## src/design/mdag_pkg.sv

```systemverilog
// ----------------------------------------------------------------------------
// mdag_pkg: shared types and constants of the array address generator
// Item and result beat types, kind and status codes, table geometry,
// controller/datapath command and status groups.
// ----------------------------------------------------------------------------
package mdag_pkg;

    // Table geometry
    localparam int MAX_ARRAYS = 64;
    localparam int MAX_DIMS   = 16;
    localparam int ARR_W      = (MAX_ARRAYS > 1) ? $clog2(MAX_ARRAYS) : 1;
    localparam int POS_W      = (MAX_DIMS > 1) ? $clog2(MAX_DIMS) : 1;
    localparam int DIM_W      = $clog2(MAX_DIMS + 1);
    localparam int BND_DEPTH  = MAX_ARRAYS * MAX_DIMS;
    localparam int BND_AW     = (BND_DEPTH > 1) ? $clog2(BND_DEPTH) : 1;

    // Item kinds
    localparam logic [1:0] KIND_HEADER = 2'd0;
    localparam logic [1:0] KIND_BOUNDS = 2'd1;
    localparam logic [1:0] KIND_INDEX  = 2'd2;

    // Result status codes
    localparam logic STATUS_OK    = 1'b0;
    localparam logic STATUS_UNDEF = 1'b1;

    // Input beat
    typedef struct packed {
        logic [1:0]         kind;
        logic [5:0]         array_id;
        logic signed [31:0] base_address;
        logic [30:0]        element_size;
        logic [4:0]         dim_count;
        logic [4:0]         dim_number;
        logic signed [31:0] lower_bound;
        logic signed [31:0] upper_bound;
        logic signed [31:0] index_value;
    } in_item_t;

    // Result beat
    typedef struct packed {
        logic [5:0]         result_array;
        logic signed [31:0] address;
        logic               status;
    } out_item_t;

    // Commands from the controller to the datapath
    typedef struct packed {
        logic load_item;
        logic q_clear;
        logic hdr_write;
        logic bnd_write;
        logic walk_start;
        logic clr_write;
        logic stride_write;
        logic walk_mul_low;
        logic walk_mul_ext;
        logic walk_next;
        logic off_write;
        logic q_err;
        logic q_start;
        logic q_mul;
        logic q_acc;
        logic out_load;
    } dp_cmd_t;

    // Status from the datapath to the controller
    typedef struct packed {
        logic [1:0] kind;
        logic       id_ok;
        logic       bnd_ok;
        logic       bnd_last;
        logic       q_defined;
        logic       clr_last;
        logic       walk_last;
        logic       q_last;
    } dp_status_t;

    // Flat address of one dimension entry of an array
    function automatic logic [BND_AW-1:0] row_addr(logic [ARR_W-1:0] id,
                                                   logic [POS_W-1:0] pos);
        return BND_AW'(32'(id) * MAX_DIMS + 32'(pos));
    endfunction

endpackage

```

## src/design/mdag_controller.sv

```systemverilog
// ----------------------------------------------------------------------------
// mdag_controller: sequencing state machine of the address generator
// Accepts one item at a time, steps the datapath through descriptor lookup,
// row clear, stride walk or query accumulate, and owns the result valid.
// ----------------------------------------------------------------------------
module mdag_controller
(
    input  logic                 clk,
    input  logic                 rst_n,
    input  logic                 item_valid,
    output logic                 item_ready,
    output logic                 result_valid,
    input  logic                 result_ready,
    input  mdag_pkg::dp_status_t stat,
    output mdag_pkg::dp_cmd_t    ctl
);
    import mdag_pkg::*;

    typedef enum logic [11:0] {
        S_IDLE   = 12'b0000_0000_0001,
        S_DESC   = 12'b0000_0000_0010,
        S_DECIDE = 12'b0000_0000_0100,
        S_CLEAR  = 12'b0000_0000_1000,
        S_W_RD   = 12'b0000_0001_0000,
        S_W_ML   = 12'b0000_0010_0000,
        S_W_ME   = 12'b0000_0100_0000,
        S_W_NX   = 12'b0000_1000_0000,
        S_Q_RD   = 12'b0001_0000_0000,
        S_Q_ML   = 12'b0010_0000_0000,
        S_Q_AC   = 12'b0100_0000_0000,
        S_OUT    = 12'b1000_0000_0000
    } state_t;

    state_t state_reg, state_next;
    logic   out_valid_reg, out_valid_next;

    // Next state and commands
    always_comb
    begin
        state_next = state_reg;
        ctl        = '0;
        item_ready = 1'b0;
        unique case (state_reg)
            S_IDLE:
            begin
                item_ready = 1'b1;
                if (item_valid)
                begin
                    ctl.load_item = 1'b1;
                    state_next    = S_DESC;
                end
            end
            S_DESC:
            begin
                state_next = S_DECIDE;
            end
            S_DECIDE:
            begin
                state_next = S_IDLE;
                unique case (stat.kind)
                    KIND_HEADER:
                    begin
                        ctl.q_clear = 1'b1;
                        if (stat.id_ok)
                        begin
                            ctl.hdr_write = 1'b1;
                            state_next    = S_CLEAR;
                        end
                    end
                    KIND_BOUNDS:
                    begin
                        ctl.q_clear = 1'b1;
                        if (stat.bnd_ok)
                        begin
                            ctl.bnd_write = 1'b1;
                            if (stat.bnd_last)
                            begin
                                ctl.walk_start = 1'b1;
                                state_next     = S_W_RD;
                            end
                        end
                    end
                    KIND_INDEX:
                    begin
                        if (stat.q_defined)
                        begin
                            ctl.q_start = 1'b1;
                            state_next  = S_Q_RD;
                        end
                        else
                        begin
                            ctl.q_err  = 1'b1;
                            state_next = S_OUT;
                        end
                    end
                    default:
                    begin
                        state_next = S_IDLE;
                    end
                endcase
            end
            S_CLEAR:
            begin
                ctl.clr_write = 1'b1;
                if (stat.clr_last)
                begin
                    state_next = S_IDLE;
                end
            end
            S_W_RD:
            begin
                ctl.stride_write = 1'b1;
                state_next       = S_W_ML;
            end
            S_W_ML:
            begin
                ctl.walk_mul_low = 1'b1;
                state_next       = S_W_ME;
            end
            S_W_ME:
            begin
                ctl.walk_mul_ext = 1'b1;
                state_next       = S_W_NX;
            end
            S_W_NX:
            begin
                if (stat.walk_last)
                begin
                    ctl.off_write = 1'b1;
                    state_next    = S_IDLE;
                end
                else
                begin
                    ctl.walk_next = 1'b1;
                    state_next    = S_W_RD;
                end
            end
            S_Q_RD:
            begin
                state_next = S_Q_ML;
            end
            S_Q_ML:
            begin
                ctl.q_mul  = 1'b1;
                state_next = S_Q_AC;
            end
            S_Q_AC:
            begin
                ctl.q_acc  = 1'b1;
                state_next = stat.q_last ? S_OUT : S_IDLE;
            end
            S_OUT:
            begin
                // wait for a free output slot
                if (!out_valid_reg || result_ready)
                begin
                    ctl.out_load = 1'b1;
                    state_next   = S_IDLE;
                end
            end
            default:
            begin
                state_next = S_IDLE;
            end
        endcase
    end

    // Result valid
    always_comb
    begin
        priority if (ctl.out_load)
        begin
            out_valid_next = 1'b1;
        end
        else if (result_ready)
        begin
            out_valid_next = 1'b0;
        end
        else
        begin
            out_valid_next = out_valid_reg;
        end
    end

    always_ff @(posedge clk or negedge rst_n)
    begin
        if (!rst_n)
        begin
            state_reg     <= S_IDLE;
            out_valid_reg <= 1'b0;
        end
        else
        begin
            state_reg     <= state_next;
            out_valid_reg <= out_valid_next;
        end
    end

    assign result_valid = out_valid_reg;

endmodule

```

## config.mk

```make
export PLATFORM = sky130hd
export DESIGN_NAME = mdag_controller
export DESIGN_NICKNAME = d
export VERILOG_FILES = /design/src/design/mdag_pkg.sv /design/src/design/mdag_controller.sv
export SDC_FILE = /design/constraint.sdc
export NUM_CORES = 1
export LEC_CHECK = 0
export CAP_MARGIN = 10
export CORE_UTILIZATION = 45
export DETAILED_ROUTE_END_ITERATION = 10
export DONT_BUFFER_PORTS = 1
export PLACE_DENSITY_LB_ADDON = 0.2
export SLEW_MARGIN = 10
export SYNTH_ARGS = -nofsm -noshare
export SYNTH_HDL_FRONTEND = slang
export SYNTH_SLANG_ARGS = --single-unit
```

## constraint.sdc

```tcl
create_clock -name clk -period 1.8 [get_ports clk]
set_input_delay 0.18 -clock clk [delete_from_list [all_inputs] [get_ports clk]]
set_output_delay 0.18 -clock clk [all_outputs]
set_load 0.005 [all_outputs]
```

==> impl_metrics.toml, run 1 <==
[cells_and_area]
finalNetCount = 132
largest_reg_flops = 12
area_growth_pct = 43.1
final_core_util_pct = 71.0
drive_above_1_share_pct = 48.3
diodes = 0
nFillCells = 131
fin_cells = 143

[sta]
hold_slack_ns = 0.00950
grt_setup_unrepaired = "true"
hold_violations = 0
fin_ws_ns = -0.204
max_slew_margin_pct = 61.3
finalSetupTns_ns = -1.20
finalMaxSlewViolations = 0
fin_skew_ns = 0.00311
fmax_ghz = 0.499
fin_crit_ns = 2.00
fin_crit_sh_pct = 111
setup_viol_count_final = 9
worst_slew_pin_slew_ns = 0.579

[detailed_routing]
avgRoutedWirePerCell_um = 18.2
drt_iter0_drc = 40
final_antenna_net_count = 0
vias = 891
routed_wl_um = 2600
first_pass_iters = 4
avgViaCountPerCell = 6.23
drc = 0

[worst_setup_path]
required_ns = 1.62
crit_path_end_kind = "output port"
cp-start-kind = "flip-flop"
critPathKind = "reg2out"
crit_arrival_ns = 1.82
path_max_fanout = 3

[placement]
dp.final_hpwl_um = 1630
portBuffers = 0
dp_slack_ns = 0.00252
dp_cells = 127
place_congestion = 0.834

[clock_tree]
cts_buffer_depth = 2
cts.clk_slew.worst_paths_ns = 0.09
clock-sinks = 13
numCtsBuffers = 3
cts_tree = "built"
cts_root_buf = "clkbuf_4"
h-tree-depth = 1
clk_latency_ns = 0.28

[yosys]
ys.flop_type = "dfrtp_1"
synth.avg_cell_area_um2 = 9.32
synth_common_cells = "nor2_1 (13), dfrtp_1 (12), nand2b_1 (6), nor4_1 (6)"
syn_area_um2 = 895
yosys.area.top_type_share_pct = 33.6
yosysMostFrequentCell = "nor2_1"
syn_nets = 109
ys_warn_count = 0
yosys.area.top_type = "dfrtp_1"
synth_cell_types = 39
syn_inst = 96
ys_seq_elements = 13
yosysSeqAreaShare_pct = 36.5
synthTopCellsByArea = "dfrtp_1 (34%), nor4_4 (7.1%), nor2_1 (5.5%)"
synth_edf_count = 0
async_flop_share_pct = 100

[die]
fp.dieW_um = 46.6
core_mm2 = 0.00180
die_area_mm2 = 0.00217
dieHeight_um = 46.6
start_util_pct = 49.7
rows = 15
boundaryPins = 31

[global_routing]
grt_pass1_vias = 799
grt_max_degree = 14
overflow = 0
grt_usage_pct = 23.6
grt_pass1_wl_um = 3500
antenna_found_initial = 0

[run_status]
outcome = "finished with violations"
violations = "setup timing"

[pwr]
p_per_area_mw_per_mm2 = 855
p_leak_nw = 0.524
peakVddDrop_mv = 0.453

[hold_path]
hp-class = "in2reg"

[job]
cap_violations = 0
report_power, final:
part,switching (mW),internal [mW]
logic,0.282,0.249
clock network,0.102,0.0823
registers,0.0505,0.328
total,0.434,0.660
cells by family (layout without fill, tap and decap cells):
family	count (synthesis)	after routing	synth area share (%)
XOR/XNOR	1	1	0.979
buffers and inverters	8	30	4.76
flip-flops	13	13	36.5
AO/OA/AOI/OAI	12	12	10.9
AND/OR/NAND/NOR	62	62	46.9
worst max-delay path, cell delays in order (launching register included):
cell     delay, ns
dfrtp_1       0.42
nor4_4        0.34
nand2_2       0.17
buf_12        0.16
nor4b_4       0.28
buf_4         0.16
final timing paths:
| path | cells past startpoint | startpoint | slack, ns | to |
|---|---|---|---|---|
| worst max register to register | 7 | state_reg[10]$_DFFE_PN0P_ | -0.13 | state_reg[0]$_DFFE_PN1P_ |
| worst min register to register | 2 | result_valid$_DFFE_PN0P_ | 0.60 | result_valid$_DFFE_PN0P_ |
| min in group asynchronous | 1 | rst_n | 0.33 | state_reg[10]$_DFFE_PN0P_ |
| max in group asynchronous | 1 | rst_n | 1.06 | state_reg[4]$_DFFE_PN0P_ |
| worst max-delay path | 5 | state_reg[10]$_DFFE_PN0P_ | -0.20 | ctl[10] |
| worst min-delay path | 1 | stat[3] | 0.01 | state_reg[11]$_DFFE_PN0P_ |
routing by layer:
layer	part of all wire (%)	global-route usage, %	up-vias
li1	-	-	400
met1	42	31.7	427
met2	47	35.6	54
met3	8.3	5.49	10
met4	2.2	10.0	0
met5	0	0	-
cell type report:
cell class                      count  area (um2)  area share (%)
Tap cell                           25        31.3            2.44
Multi-Input combinational cell     75         698            54.5
Clock buffer                        3        22.5            1.76
Clock inverter                      1        5.00           0.391
Inverter                            5        18.8            1.47
Timing Repair Buffer               21         176            13.8
Sequential cell                    13         328            25.6
layout by cell type (no fill, tap or decap), types with 2 or more instances in the layout:
cell type and count:
buf_4 18, dfrtp_1 11, nor2_1 9, nor4_4 7, nand2b_1 6, inv_1 5
nor2_4 3, nand2_1 3, nor4b_1 3, nor4_1 3, o21ai_0 3, clkbuf_4 3
nand3_1 2, nor4b_4 2, nand2_2 2, and3_4 2, and2_2 2, or2_1 2
per-stage QoR:
stage	power [mW]	cell area, um2
floorplan	0.623	895
global placement	0.695	970
detailed placement	0.709	970
CTS	0.967	1140
global route	1.14	1280
finish	1.09	1280
repair_timing:
item,CTS,global route
hold buffers,1,0
setup buffers,4,7
hold endpoints to repair,13,0
setup endpoints to repair,13,18
gates resized for setup,16,19
pin swaps,9,9
gates cloned,0,0
(Power assumes the default switching activity.)
==> run 2, diff against run 1 <==
--- a/config.mk
+++ b/config.mk
@@ -5,6 +5,7 @@
 export SDC_FILE = /design/constraint.sdc
 export NUM_CORES = 1
 export LEC_CHECK = 0
+export ABC_AREA = 1
 export CAP_MARGIN = 10
 export CORE_UTILIZATION = 45
 export DETAILED_ROUTE_END_ITERATION = 10
==> impl_metrics.toml, run 2 <==
[run_status]
outcome = "finished clean"

[die]
fp.dieW_um = 48.2
boundaryPins = 31
start_util_pct = 48.4
rows = 16
dieHeight_um = 48.2
core_mm2 = 0.00198
die_area_mm2 = 0.00232

[detailed_routing]
avgRoutedWirePerCell_um = 11.5
drc = 0
final_antenna_net_count = 0
avgViaCountPerCell = 4.85
drt_iter0_drc = 11
routed_wl_um = 2050
vias = 864
first_pass_iters = 4

[yosys]
syn_area_um2 = 960
ys.flop_type = "dfrtp_1"
synthAdderAreaFrac_pct = 0
yosys.area.top_type = "dfrtp_1"
synth_compound_area_share_pct = 4.43
ys_warn_count = 0
synth_xor_area_share_pct = 0
synth.avg_cell_area_um2 = 6.71
muxShareOfSynthArea_pct = 0
syn_inst = 143
yosysMostFrequentCell = "inv_1"
synth_common_cells = "inv_1 (33), nand2_1 (29), nor2_1 (25), dfrtp_1 (12), nand3_1 (10)"
syn_nets = 156
yosys.area_share.simple_pct = 47.8
async_flop_share_pct = 100
synth_cell_types = 21
yosys.area.top_type_share_pct = 31.3
synth_edf_count = 0
yosysSeqAreaShare_pct = 34.0
synthTopCellsByArea = "dfrtp_1 (31%), inv_1 (13%), nand2_1 (11%)"
synth_top_family_by_area = "simple AND/OR/NAND/NOR gates"
ys_seq_elements = 13

[worst_setup_path]
startpoint = "state_reg[6]$_DFFE_PN0P_"
path_max_fanout = 7
crit_arrival_ns = 1.54
crit_path_end_kind = "output port"
rr_endpoint = "state_reg[0]$_DFFE_PN1P_"
required_ns = 1.62
r2r-start = "state_reg[6]$_DFFE_PN0P_"
cp-start-kind = "flip-flop"
r2r_setup_slack_ns = 0.39
r2r_cells = 8
critPathKind = "reg2out"

[pwr]
p_switching_uw = 361
peakVddDrop_mv = 0.501
p_leak_nw = 0.594
switching_share_pct = 40.3
clockPowerShare_pct = 21.0
p_comb_share_pct = 39.4
intPower_uw = 536
p_seq_share_pct = 39.6
p_per_area_mw_per_mm2 = 846

[cells_and_area]
final-seq-area_um2 = 327
layout_commonest_cell = "inv_1"
final_core_util_pct = 53.5
finalNetCount = 165
postLayoutCellArea_mm2 = 0.00106
largest_reg_flops = 12
nFillCells = 211
drive_above_1_share_pct = 15.2
multi_input_area_um2 = 507
area_growth_pct = 10.4
layout_common_cells = "inv_1 (33), nand2_1 (29), nor2_1 (25), dfrtp_1 (12), nand3_1 (10)"
diodes = 0

[hold_path]
min_from = "item_valid"
hp-class = "in2reg"
hold_end = "state_reg[1]$_DFFE_PN0P_"
hold_depth = 2

[global_routing]
antenna_found_initial = 0
overflow = 0
grt_pass1_vias = 766
grt_usage_pct = 20.2
grt_max_degree = 14
grt_pass1_wl_um = 3070

[sta]
fin_ws_ns = 0.0811
hold_violations = 0
worst_slew_pin_slew_ns = 0.628
fmax_ghz = 0.582
setup_viol_count_final = 0
fin_crit_ns = 1.72
fin_crit_sh_pct = 95.5
finalMaxSlewViolations = 0
hold_slack_ns = 0.0470
max_slew_margin_pct = 58.0
fin_skew_ns = 0.00168

[clock_tree]
cts_tree = "built"
clock-sinks = 13
h-tree-depth = 1
numCtsBuffers = 3
cts_buffer_depth = 2
cts_root_buf = "clkbuf_4"
cts.clk_slew.worst_paths_ns = 0.08
clk_latency_ns = 0.28

[placement]
portBuffers = 0
dp_slack_ns = 0.356
place_congestion = 0.839
placed_area_um2 = 986
dp.final_hpwl_um = 1620

[job]
cap_violations = 0
## run 2: changes by cell type after synthesis, sizes merged, moves of 2 or more
cell and change:
buf -2, nor3 +6, nor4 -9, nor4b -5
and2 -4, o21ai +2, nand2 +27, and3 -3
nor2 +21, nand3 +7, inv +28, nand2b -6
## run 2: timing repair
action / 4_1_cts / 5_1_grt
endpoints found under the setup margin: 0 / 1
buffers inserted: 0 / 3
hold buffers: 2 / 0
endpoints found under the hold margin: 14 / 0
gates resized for setup: 0 / 1
## run 2: worst max path at each step
stage / endpoint / slack, ns / depth (start not counted)
floorplan: ctl[13] / 0.47 / 7
global placement: ctl[13] / 0.38 / 7
detailed placement: ctl[13] / 0.36 / 7
CTS: ctl[13] / 0.04 / 7
global route: ctl[13] / -0.001 / 7
finish: ctl[13] / 0.08 / 7
## run 2: power groups by stage
stage               clock (mW)  combinational (mW)  sequential (mW)
finish                   0.189               0.353            0.355
global route             0.210               0.408            0.357
CTS                      0.193               0.349            0.355
detailed placement           0               0.338            0.361
global placement             0               0.336            0.359
floorplan                    0               0.293            0.356
## run 2: metrics by stage
| step | power, mW | cells | setup TNS, ns |
|---|---|---|---|
| 2_1_floorplan | 0.649 | 143 | 0 |
| 3_3_place_gp | 0.695 | 169 | 0 |
| 3_5_place_dp | 0.699 | 169 | 0 |
| 4_1_cts | 0.897 | 175 | 0 |
| 5_1_grt | 0.975 | 178 | -0.00103 |
| 6_report | 0.897 | 178 | 0 |
## run 2: routing by layer
metal,GRT usage [%],routed length [um]
met5,0,0
met4,11.7,48
met3,3.33,99
met2,37.1,1020
met1,21.4,877
## run 2: final cells by class
| type | count | share of cell area (%) |
|---|---|---|
| Clock buffer | 4 | 2.48 |
| Inverter | 33 | 11.7 |
| Multi-Input combinational cell | 96 | 47.8 |
| Sequential cell | 13 | 30.8 |
| Tap cell | 27 | 3.19 |
| Timing Repair Buffer | 5 | 4.01 |
## run 2: logic make-up after synthesis
| logic type | after synthesis |
|---|---|
| flip-flops | 13 |
| AND/OR/NAND/NOR | 89 |
| buffers and inverters | 34 |
| AO/OA/AOI/OAI | 7 |
## run 2: worst max-delay path: stages, from the launching register on
cell and delay, ns:
dfrtp_1 0.42, nor2_4 0.15, nand2_4 0.10, nor2_8 0.16, nand2_4 0.10, nor2_2 0.13, inv_1 0.07, nor2_1 0.12
